### src/ils_pkg.sv
// ils_pkg: shared types and constants for the integer literal scanner
// used by ils_classify and integer_literal_scanner_top, no dependencies

package ils_pkg;

   localparam int LEN_WIDTH     = 16;
   localparam int LEN_OUT_WIDTH = 16;
   localparam int VALUE_WIDTH   = 64;
   localparam int CHAR_WIDTH    = 8;
   localparam int LEN_CMP_WIDTH = (LEN_WIDTH > LEN_OUT_WIDTH) ? LEN_WIDTH : LEN_OUT_WIDTH;

   localparam logic [CHAR_WIDTH-1:0] SEP_CHAR = 8'h27;

   typedef enum logic [1:0] {
      RADIX_HEX = 2'd0,
      RADIX_DEC = 2'd1,
      RADIX_OCT = 2'd2,
      RADIX_BIN = 2'd3
   } radix_type;

   typedef enum logic [1:0] {
      KIND_TERM   = 2'd0,
      KIND_DIGIT  = 2'd1,
      KIND_REJECT = 2'd2,
      KIND_SEP    = 2'd3
   } kind_type;

   typedef struct packed {
      kind_type   kind;
      logic [3:0] digit;
   } class_type;

endpackage

### src/integer_literal_scanner_top.sv
// integer_literal_scanner_top: one character per item, radix literal scanner
// an accepted item is held in the input register, and its result is then written to the result register
// throughput: one item per cycle unless a held result stalls the input, set by the accumulator update
// reset: synchronous active-high reset clears the open literal and both valid stages
// depends on ils_pkg and ils_classify

module integer_literal_scanner_top
   import ils_pkg::*;
(
   input  logic        clock,
   input  logic        reset,
   input  logic        req_tvalid,
   output logic        req_tready,
   input  logic [7:0]  req_tdata,   // ch
   input  logic [2:0]  req_tuser,   // start_req, radix_sel[1:0]
   output logic        rsp_tvalid,
   input  logic        rsp_tready,
   output logic [79:0] rsp_tdata,   // value[63:0], length[15:0]
   output logic [0:0]  rsp_tuser    // status
);

   localparam logic [LEN_WIDTH-1:0]     CNT_MAX = {LEN_WIDTH{1'b1}};
   localparam logic [LEN_CMP_WIDTH-1:0] LEN_OUT_MAX =
      LEN_CMP_WIDTH'({LEN_OUT_WIDTH{1'b1}});

   // input register
   logic                  in_valid_ff, in_valid_in;
   logic [CHAR_WIDTH-1:0] in_ch_ff;
   logic                  in_start_ff;
   radix_type             in_radix_ff;

   // literal state
   logic [VALUE_WIDTH-1:0] acc_ff, acc_in;
   logic [LEN_WIDTH-1:0]   cnt_ff, cnt_in;
   logic                   active_ff, active_in;
   radix_type              radix_ff, radix_in;

   // result register
   logic                     out_valid_ff, out_valid_in;
   logic                     out_status_ff, out_status_in;
   logic [VALUE_WIDTH-1:0]   out_value_ff, out_value_in;
   logic [LEN_OUT_WIDTH-1:0] out_len_ff, out_len_in;

   logic                   fire;
   logic                   emit;
   logic                   eff_active;
   radix_type              eff_radix;
   logic [VALUE_WIDTH-1:0] eff_acc;
   logic [LEN_WIDTH-1:0]   eff_cnt;
   logic [LEN_WIDTH-1:0]   cnt_inc;
   logic [VALUE_WIDTH-1:0] dig_ext;
   logic [LEN_CMP_WIDTH-1:0] cnt_wide;
   class_type              cls;

   assign fire       = in_valid_ff && (!out_valid_ff || rsp_tready);
   assign req_tready = !in_valid_ff || fire;
   assign in_valid_in = req_tready ? req_tvalid : in_valid_ff;

   assign eff_active = in_start_ff || active_ff;
   assign eff_radix  = in_start_ff ? in_radix_ff : radix_ff;
   assign eff_acc    = in_start_ff ? '0 : acc_ff;
   assign eff_cnt    = in_start_ff ? '0 : cnt_ff;

   ils_classify u_classify (
      .ch    (in_ch_ff),
      .radix (eff_radix),
      .cls   (cls)
   );

   always_comb begin
      dig_ext  = VALUE_WIDTH'(cls.digit);
      cnt_inc  = (eff_cnt == CNT_MAX) ? eff_cnt : eff_cnt + 1'b1;
      cnt_wide = LEN_CMP_WIDTH'(eff_cnt);
      emit     = fire && eff_active &&
                 ((cls.kind == KIND_TERM) || (cls.kind == KIND_REJECT));

      acc_in    = acc_ff;
      cnt_in    = cnt_ff;
      active_in = active_ff;
      radix_in  = radix_ff;

      if (fire && eff_active) begin
         acc_in    = eff_acc;
         cnt_in    = eff_cnt;
         radix_in  = eff_radix;
         active_in = 1'b1;
         case (cls.kind)
            KIND_DIGIT: begin
               cnt_in = cnt_inc;
               case (eff_radix)
                  RADIX_HEX: acc_in = (eff_acc << 4) + dig_ext;
                  RADIX_DEC: acc_in = (eff_acc << 3) + (eff_acc << 1) + dig_ext;
                  RADIX_OCT: acc_in = (eff_acc << 3) + dig_ext;
                  RADIX_BIN: acc_in = (eff_acc << 1) + dig_ext;
                  default:   acc_in = eff_acc;
               endcase
            end
            KIND_SEP: begin
               cnt_in = cnt_inc;
            end
            default: begin
               active_in = 1'b0;
            end
         endcase
      end

      out_valid_in  = emit ? 1'b1 : (out_valid_ff && !rsp_tready);
      out_status_in = out_status_ff;
      out_value_in  = out_value_ff;
      out_len_in    = out_len_ff;
      if (emit) begin
         out_status_in = (cls.kind == KIND_REJECT);
         out_value_in  = (cls.kind == KIND_REJECT) ? '0 : eff_acc;
         out_len_in    = (cnt_wide > LEN_OUT_MAX) ? LEN_OUT_WIDTH'(LEN_OUT_MAX)
                                                  : LEN_OUT_WIDTH'(cnt_wide);
      end
   end

   always_ff @(posedge clock) begin
      if (reset) begin
         in_valid_ff  <= 1'b0;
         out_valid_ff <= 1'b0;
         active_ff    <= 1'b0;
         acc_ff       <= '0;
         cnt_ff       <= '0;
         radix_ff     <= RADIX_HEX;
      end else begin
         in_valid_ff  <= in_valid_in;
         out_valid_ff <= out_valid_in;
         active_ff    <= active_in;
         acc_ff       <= acc_in;
         cnt_ff       <= cnt_in;
         radix_ff     <= radix_in;
      end
   end

   always_ff @(posedge clock) begin
      if (req_tready) begin
         in_ch_ff    <= req_tdata;
         in_start_ff <= req_tuser[0];
         in_radix_ff <= radix_type'(req_tuser[2:1]);
      end
      out_status_ff <= out_status_in;
      out_value_ff  <= out_value_in;
      out_len_ff    <= out_len_in;
   end

   assign rsp_tvalid = out_valid_ff;
   assign rsp_tdata  = {out_len_ff, out_value_ff};
   assign rsp_tuser  = out_status_ff;

   // a rejected literal reports a zero value
   assert property (@(posedge clock) disable iff (reset)
      (out_valid_ff && out_status_ff) |-> (out_value_ff == '0))
      else $error("rejected item carries nonzero value");

   // a result always closes the open literal
   assert property (@(posedge clock) disable iff (reset)
      emit |=> !active_ff)
      else $error("literal still open after result");

   // a new result appears only after a processed item
   assert property (@(posedge clock) disable iff (reset)
      $rose(out_valid_ff) |-> $past(fire))
      else $error("result without processed item");

   // the saturated count holds while the literal continues
   assert property (@(posedge clock) disable iff (reset)
      (fire && active_ff && !in_start_ff && (cnt_ff == CNT_MAX)) |=> (cnt_ff == CNT_MAX))
      else $error("character count left saturation");

endmodule

### src/ils_classify.sv
// ils_classify: sorts one character into digit, separator, reject or terminator
// for the selected radix; depends on ils_pkg

module ils_classify
   import ils_pkg::*;
(
   input  logic [CHAR_WIDTH-1:0] ch,
   input  radix_type             radix,
   output class_type             cls
);

   logic is_dec;
   logic is_lower_hex;
   logic is_upper_hex;
   logic is_letter;
   logic is_oct;
   logic is_bin;

   always_comb begin
      is_dec       = (ch >= 8'h30) && (ch <= 8'h39);
      is_lower_hex = (ch >= 8'h61) && (ch <= 8'h66);
      is_upper_hex = (ch >= 8'h41) && (ch <= 8'h46);
      is_letter    = ((ch >= 8'h61) && (ch <= 8'h7a)) || ((ch >= 8'h41) && (ch <= 8'h5a));
      is_oct       = (ch >= 8'h30) && (ch <= 8'h37);
      is_bin       = (ch == 8'h30) || (ch == 8'h31);

      cls.digit = ch[3:0];
      cls.kind  = KIND_TERM;

      case (radix)
         RADIX_HEX: begin
            if (is_dec) begin
               cls.kind = KIND_DIGIT;
            end else if (is_lower_hex || is_upper_hex) begin
               cls.kind  = KIND_DIGIT;
               cls.digit = ch[3:0] + 4'd9;
            end else if (is_letter || (ch == 8'h5f)) begin
               cls.kind = KIND_REJECT;
            end
         end
         RADIX_DEC: begin
            if (is_dec) begin
               cls.kind = KIND_DIGIT;
            end else if (is_letter) begin
               cls.kind = KIND_REJECT;
            end
         end
         RADIX_OCT: begin
            if (is_oct) begin
               cls.kind = KIND_DIGIT;
            end else if (is_dec || is_letter) begin
               cls.kind = KIND_REJECT;
            end
         end
         RADIX_BIN: begin
            if (is_bin) begin
               cls.kind = KIND_DIGIT;
            end else if (is_dec || is_letter) begin
               cls.kind = KIND_REJECT;
            end
         end
         default: begin
            cls.kind = KIND_TERM;
         end
      endcase

      if ((cls.kind == KIND_TERM) && (ch == SEP_CHAR)) begin
         cls.kind = KIND_SEP;
      end
   end

endmodule

### config.mk
export PLATFORM = sky130hd
export DESIGN_NAME = integer_literal_scanner_top
export DESIGN_NICKNAME = d
export VERILOG_FILES = /design/src/ils_pkg.sv /design/src/integer_literal_scanner_top.sv /design/src/ils_classify.sv
export SDC_FILE = /design/constraint.sdc
export NUM_CORES = 1
export LEC_CHECK = 0
export BUFFER_PORTS_ARGS = -buffer_cell sky130_fd_sc_hd__buf_2
export CELL_PAD_IN_SITES_DETAIL_PLACEMENT = 0
export CELL_PAD_IN_SITES_GLOBAL_PLACEMENT = 1
export CORE_MARGIN = 5
export CORE_UTILIZATION = 45
export CTS_CLUSTER_SIZE = 40
export DETAILED_ROUTE_END_ITERATION = 7
export PLACE_DENSITY_LB_ADDON = 0.08
export SYNTH_ARGS = -nofsm -noshare
export SYNTH_HDL_FRONTEND = slang
export SYNTH_SLANG_ARGS = --single-unit
export TNS_END_PERCENT = 20
### constraint.sdc
create_clock -name clock -period 7.9 [get_ports clock]
set_input_delay 1.58 -clock clock [delete_from_list [all_inputs] [get_ports clock]]
set_output_delay 1.58 -clock clock [all_outputs]
set_load 0.02 [all_outputs]
==> results.ini, run 1 <==
[outcome]
status = finished, final reports clean

[placement]
gp_congestion = 0.989
port_buffers = 97
hpwlAfterDp_um = 46100

[synth]
ys_ff_latch = 177
synthXorXnorAreaFrac = 0.0935
yosys.area.top_type = edfxtp_1
synth-seq-area-share = 0.279
async_reset_ff_frac = 0
synthSimpleGateAreaFrac = 0.257
synthAdderAreaFrac = 0.105
synthesis.area_sq_mm = 0.0160
synthCells = 2002
syn_avg_cell_area_sq_um = 8.00
synth_top_family_by_area = simple AND/OR/NAND/NOR gates
syn_nets = 2150
yosysUniqueCellTypes = 97
synth_mux_area_frac = 0.00617
synthFlopType = edfxtp_1
synth-edff-count = 92
synth_compound_area_frac = 0.208
synth_area_leaders = edfxtp_1 17%, dfxtp_1 11%, ha_1 10%, xnor2_1 6.4%, nand2_1 5.0%
ys_warn_count = 0
synth_top_cell_area_share = 0.172

[cts]
cts_sinks = 177
clk_pin_slew_ns = 0.07
post_cts_buffers = 0
hold_buffers = 0
clock_latency_ns = 0.46
cts_root_buffer = clkbuf_16
cts_buffer_depth = 2
cts_resized = 0
htreeDepth = 4
cts_made_buffers = 17
cts_tree = yes

[timing]
relSlewSlack = 0.127
finalSetupViolCount = 0
hold_viol = 0
finClkSkew_ns = 0.0179
tightest_slew_ns = 1.30
report.final.slew_viol_count = 0
max_freq_mhz = 173
rsz0062_at_grt = no
final.setup.tns_ns = 0
fin_crit_ns = 5.78
fin_crit_sh = 0.731

[die]
dieWidth_um = 199
core_area_sq_mm = 0.0354
die_area_sq_mm = 0.0395
fp.dieH_um = 199
io_pins = 98
num_rows = 69
start_util = 0.453

[cells_and_area]
regArea_sq_mm = 0.00446
fin_nets = 2164
area_growth_pct = 8.57
n_antenna_cell = 0
fill_cells = 3567
multiInputGateArea_sq_mm = 0.0108
final_layout_size_suffix_gt1_frac = 0.103

[drt]
routed-via-count = 16000
viasPerCell = 6.43
initialDrtViolationCount = 1815
dr.pass1.iters = 5
wl_um = 62600
drcViolationCount = 0
antenna_left = 0
wl_per_cell_um = 25.1

[power]
combPwrFrac = 0.143
p_int_w = 0.00157
cellPowerDensity_mw_per_mm2 = 128
seq_power_share = 0.454
ir_drop_mv = 0.150
power.total_w = 0.00223
power.switching_w = 0.000658
swShare = 0.295
leakagePower_nw = 6.92
power_frac_clock = 0.403

[worst_setup_path]
cpMostUsedCell = a211oi_1
reg2reg_slack_ns = 2.12
slowest_delay_ns = 0.60
end_kind = flop
crit_chain = inv_1, ha_1, nor3b_1, nor4_2, nand2_1, nor3_1, a21o_1, fa_1, ha_1, a211oi_1, o21ai_0, nand3_1, and3_1, a211o_1, a211oi_1, nor2_1, xnor2_1, a211oi_1, nor4_1
cpMaxStageDelayCell = a211oi_1
worstSetupPathType = flop to flop
required_ns = 8.19
critical-path-top-delay-family = compound AO/OA/AOI/OAI gates
crit_buf_inv = 1
startpoint_type = flop
cp_data_arrival_time_ns = 6.07
path_max_fanout = 7

[run]
cap_viol_max_count = 0

[global_route]
grtUsageTotal = 0.312
grt_pass1_vias = 15100
antenna_found_initial = 1
grt.overflow.total = 0
grt_pass1_wl_um = 94900
grt_max_degree = 76

[hold_path]
hp-class = flop to flop

## tightest hold or removal path, stage by stage, from the launching register on
cell	delay, ns
dfxtp_1	0.31
nor2_1	0.10
nor3_1	0.05
## final cells by class
type / count / share of cell area
Clock inverter: 12 / 0.00913
Timing Repair Buffer: 127 / 0.0408
Tap cell: 461 / 0.0332
Inverter: 70 / 0.0151
Sequential cell: 177 / 0.257
Clock buffer: 19 / 0.0249
Multi-Input combinational cell: 1623 / 0.620
## cell usage after synthesis, types with 6 or more instances
| cell | n |
|---|---|
| o22ai_1 | 10 |
| o21ai_1 | 11 |
| o21a_1 | 11 |
| a31oi_1 | 11 |
| a221oi_1 | 25 |
| buf_2 | 10 |
| clkbuf_1 | 108 |
| nand3b_1 | 7 |
| nand2b_1 | 17 |
| o211ai_1 | 19 |
| or3_1 | 19 |
| ha_1 | 130 |
| inv_1 | 66 |
| nor3_1 | 49 |
| and3_1 | 21 |
| nor4_1 | 21 |
| nand3_1 | 59 |
| a21oi_1 | 146 |
| xnor2_1 | 118 |
| o221ai_1 | 34 |
| xor2_1 | 53 |
| nand4b_1 | 7 |
| o21bai_1 | 15 |
| a21o_1 | 35 |
| and2_1 | 10 |
| nor3b_1 | 24 |
| or4_1 | 6 |
| a22oi_1 | 10 |
| a211oi_1 | 21 |
| nand4_1 | 46 |
| or2_2 | 7 |
| nor2b_1 | 48 |
| nor4_2 | 6 |
| o21ai_0 | 100 |
| nand2_1 | 214 |
| buf_1 | 6 |
| edfxtp_1 | 92 |
| nor2_1 | 208 |
| dfxtp_1 | 85 |
## path summary, 6_finish.rpt
check,startpoint,endpoint,cells after the start
worst min register to register,active_ff$_SDFFE_PP0P_,active_ff$_SDFFE_PP0P_,2
worst min-delay path,active_ff$_SDFFE_PP0P_,active_ff$_SDFFE_PP0P_,2
worst max register to register,in_ch_ff[0]$_DFFE_PP_,acc_ff[57]$_SDFFE_PP0P_,19
worst max-delay path,in_ch_ff[0]$_DFFE_PP_,acc_ff[57]$_SDFFE_PP0P_,19
## layer usage
metal	share of wire	track usage	up-vias	wire length, um
met5	0	0	-	0
met4	0.026	0.0942	0	1620
met3	0.097	0.0623	95	6070
met2	0.42	0.461	859	26200
met1	0.46	0.459	7700	28700
li1	-	-	7347	-
## per-stage QoR
| stage | worst slack, ns | instance area, sq um | util | hold WS, ns | instances |
|---|---|---|---|---|---|
| 2_1_floorplan | 1.56 | 16000 | - | 0.436 | 2002 |
| 3_3_place_gp | 2.25 | 16800 | 0.475 | 0.479 | 2458 |
| 3_5_place_dp | 2.21 | 16800 | 0.475 | 0.481 | 2458 |
| 4_1_cts | 2.18 | 17400 | 0.492 | 0.495 | 2489 |
| 5_1_grt | 1.66 | 17400 | 0.492 | 0.531 | 2489 |
| 6_report | 2.12 | 17400 | 0.492 | 0.491 | 2489 |
## placed cells by master (no fill, tap or decap), types with 46 or more instances in the layout
cell and n:
nand2_1 214, nor2_1 205, a21oi_1 146, ha_1 130, xnor2_1 118, o21ai_0 97, buf_2 97, edfxtp_1 92
dfxtp_1 85, inv_1 66, nand3_1 59, xor2_1 53, nor3_1 49, nor2b_1 47, nand4_1 46
## power by group through the flow
stage / combinational, W / clock, W / sequential, W
after floorplan: 0.000194 / 0 / 0.00103
after global placement: 0.000310 / 0 / 0.00103
after detailed placement: 0.000311 / 0 / 0.00103
after CTS: 0.000313 / 0.000912 / 0.00101
after global routing: 0.000338 / 0.000942 / 0.00101
final: 0.000319 / 0.000899 / 0.00101
## registers in the layout, summed over array words and instances, names as in the netlist
| signal | flops |
|---|---|
| active_ff | 1 |
| in_start_ff | 1 |
| in_ch_ff | 8 |
| out_len_ff | 16 |
| rsp_tuser | 1 |
| rsp_tvalid | 1 |
| out_value_ff | 64 |
| in_radix_ff | 2 |
| in_valid_ff | 1 |
| acc_ff | 64 |
| radix_ff | 2 |
| cnt_ff | 16 |
## cell families after synthesis
kind of cell	after synthesis
and+or+nand+nor	802
AOI/OAI and AO/OA	508
buffers and inverters	202
DFF	177
xor gates and xnor gates	171
adders and majority gates	133
muxes	9
Power figures use the tool's default switching activity.
==> inputs of run 2 (changes only) <==
CORE_UTILIZATION = 43   (was 45)
clock period = 4.8 ns   (was 7.9 ns; I/O delays follow)
==> results.ini, run 2 (same netlist as run 1, synthesis figures left out) <==
[hold_path]
worstHoldEndpoint = active_ff$_SDFFE_PP0P_  ; unchanged
whs_path_depth = 2  ; unchanged
hp-start = active_ff$_SDFFE_PP0P_  ; unchanged
hp-class = flop to flop  ; unchanged

[die]
dieWidth_um = 203  ; was 199 um
start_util = 0.437  ; was 0.453
core_area_sq_mm = 0.0367  ; was 0.0354 sq mm
die_area_sq_mm = 0.0412  ; was 0.0395 sq mm
fp.dieH_um = 203  ; was 199 um
num_rows = 70  ; was 69
io_pins = 98  ; unchanged

[cells_and_area]
top_regs = acc_ff: 64 flops, out_value_ff: 64 flops  ; unchanged
final_common_cell = nand2_1  ; unchanged
layout.cells.most_common_list = 214 x nand2_1, 208 x buf_4, 205 x nor2_1  ; was 214 x nand2_1, 205 x nor2_1, 146 x a21oi_1
final_layout_size_suffix_gt1_frac = 0.189  ; was 0.103
regArea_sq_mm = 0.00446  ; unchanged
fin_nets = 2346  ; was 2,164
final_cell_area_sq_mm = 0.0189  ; was 0.0174 sq mm
fill_cells = 3598  ; was 3,567
n_antenna_cell = 0  ; unchanged
multiInputGateArea_sq_mm = 0.0109  ; was 0.0108 sq mm
area_growth_pct = 18.2  ; was 8.57%

[placement]
port_buffers = 97  ; unchanged
placed_area_sq_mm = 0.0182  ; was 0.0168 sq mm
gp_congestion = 1.05  ; was 0.989
post-place-ws_ns = -0.183  ; was 2.21 ns
hpwlAfterDp_um = 51100  ; was 46,100 um

[power]
power_frac_clock = 0.389  ; was 0.403
combPwrFrac = 0.161  ; was 0.143
power.total_w = 0.00367  ; was 0.00223 W
p_int_w = 0.00253  ; was 0.00157 W
seq_power_share = 0.450  ; was 0.454
leakagePower_nw = 7.86  ; was 6.92 nW
swShare = 0.312  ; was 0.295
cellPowerDensity_mw_per_mm2 = 194  ; was 128 mW/mm^2
power.switching_w = 0.00114  ; was 0.000658 W
ir_drop_mv = 0.195  ; was 0.150 mV

[timing]
setup_slack_ns = 0.190  ; was 2.12 ns
finalSetupViolCount = 0  ; unchanged
final.setup.tns_ns = 0  ; unchanged
finClkSkew_ns = 0.0209  ; was 0.0179 ns
hold_viol = 0  ; unchanged
timing.hold.ws_ns = 0.493  ; was 0.491 ns
rsz0062_at_grt = yes  ; was no
max_freq_mhz = 217  ; was 173 MHz
relSlewSlack = 0.278  ; was 0.127
fin_crit_sh = 0.960  ; was 0.731
fin_crit_ns = 4.61  ; was 5.78 ns
tightest_slew_ns = 1.08  ; was 1.30 ns
report.final.slew_viol_count = 0  ; unchanged

[outcome]
status = finished, final reports clean  ; unchanged

[worst_setup_path]
startpoint_type = flop  ; unchanged
rr_endpoint = acc_ff[47]$_SDFFE_PP0P_  ; was acc_ff[57]$_SDFFE_PP0P_
cp_data_arrival_time_ns = 4.94  ; was 6.07 ns
reg2reg_slack_ns = 0.19  ; was 2.12 ns
end_kind = flop  ; unchanged
required_ns = 5.13  ; was 8.19 ns
ff2ff_path_depth = 19  ; unchanged
path_max_fanout = 7  ; unchanged
worst_r2r_startpoint = in_ch_ff[1]$_DFFE_PP_  ; was in_ch_ff[0]$_DFFE_PP_
worstSetupPathType = flop to flop  ; unchanged

[drt]
wl_per_cell_um = 24.9  ; was 25.1 um
drcViolationCount = 0  ; unchanged
dr.pass1.iters = 7  ; was 5
antenna_left = 0  ; unchanged
wl_um = 66600  ; was 62,600 um
viasPerCell = 6.19  ; was 6.43
initialDrtViolationCount = 1695  ; was 1,815
routed-via-count = 16600  ; was 16,000

[global_route]
grt_max_degree = 84  ; was 76
grt_busiest_layer = met2  ; unchanged
met1_usage = 0.453  ; was 0.459
grt_util_met3 = 0.0639  ; was 0.0623
grt_pass1_wl_um = 99800  ; was 94,900 um
antenna_found_initial = 1  ; unchanged
grtUsageTotal = 0.316  ; was 0.312
grt_pass1_vias = 15800  ; was 15,100
grtUsageMet2 = 0.479  ; was 0.461
grt.overflow.total = 0  ; unchanged

[cts]
cts_buffer_depth = 2  ; unchanged
cts_tree = yes  ; unchanged
cts_made_buffers = 17  ; unchanged
clk_pin_slew_ns = 0.08  ; was 0.07 ns
cts_root_buffer = clkbuf_16  ; unchanged
clock_latency_ns = 0.47  ; was 0.46 ns
htreeDepth = 4  ; unchanged
hold_buffers = 0  ; unchanged
cts_sinks = 177  ; unchanged

[run]
cap_viol_max_count = 0  ; unchanged

run 2: final cells by class:
cell class	count	area share
Sequential cell	177	0.236
Inverter	70	0.0139
Clock buffer	19	0.0245
Multi-Input combinational cell	1623	0.577
Timing Repair Buffer	309	0.111
Clock inverter	13	0.00654
Tap cell	468	0.0309
run 2: worst max-delay path by stage:
stage,from,end,slack [ns],cells past startpoint
after floorplan,in_ch_ff[0]$_DFFE_PP_,acc_ff[48]$_SDFFE_PP0P_,0.07,22
after global placement,in_ch_ff[0]$_DFFE_PP_,acc_ff[50]$_SDFFE_PP0P_,-0.04,23
after detailed placement,in_ch_ff[1]$_DFFE_PP_,acc_ff[63]$_SDFFE_PP0P_,-0.18,20
after CTS,in_ch_ff[1]$_DFFE_PP_,acc_ff[58]$_SDFFE_PP0P_,0.02,24
after global routing,in_ch_ff[1]$_DFFE_PP_,acc_ff[51]$_SDFFE_PP0P_,-0.09,23
final,in_ch_ff[1]$_DFFE_PP_,acc_ff[47]$_SDFFE_PP0P_,0.19,19
run 2: what timing repair did:
| item | in CTS | in global routing |
|---|---|---|
| endpoints found under the setup margin | 14 | 43 |
| pin swaps | 2 | 10 |
| resized for setup | 7 | 27 |
| setup buffers | 1 | 5 |
| hold endpoints to repair | 0 | 0 |
run 2: worst max-delay path, stage by stage, from the launching register on:
cell,delay [ns]
edfxtp_1,0.37
inv_2,0.06
ha_1,0.20
nor3b_2,0.18
nor4_2,0.19
nand2_1,0.15
nor3_4,0.17
a21o_1,0.20
buf_4,0.14
ha_1,0.16
ha_1,0.19
and4b_1,0.36
buf_4,0.18
nand3b_1,0.34
nor3_1,0.72
nand2_1,0.21
xnor2_1,0.21
o221ai_1,0.14
a221oi_2,0.24
nor3_1,0.07
run 2: routing by layer:
layer  wire (um)  vias to the layer above  part of all wire
met5           0                        -                 0
met4        2010                        0             0.030
met3        6060                      119             0.091
met2       28500                      761              0.43
met1       30000                     7989              0.45
li1            -                     7709                 -
run 2: through the flow:
step	util	cells
after detailed placement	0.495	2641
final	0.516	2679
after floorplan	-	2002
after global routing	0.516	2679
after global placement	0.495	2641
after CTS	0.512	2674
run 2: power groups by stage:
stage	Sequential (W)	Combinational, W	Clock [W]
3_3_place_gp	0.00169	0.000569	0
3_5_place_dp	0.00169	0.000570	0
4_1_cts	0.00165	0.000573	0.00145
5_1_grt	0.00166	0.000624	0.00151
6_report	0.00165	0.000589	0.00143
2_1_floorplan	0.00170	0.000319	0
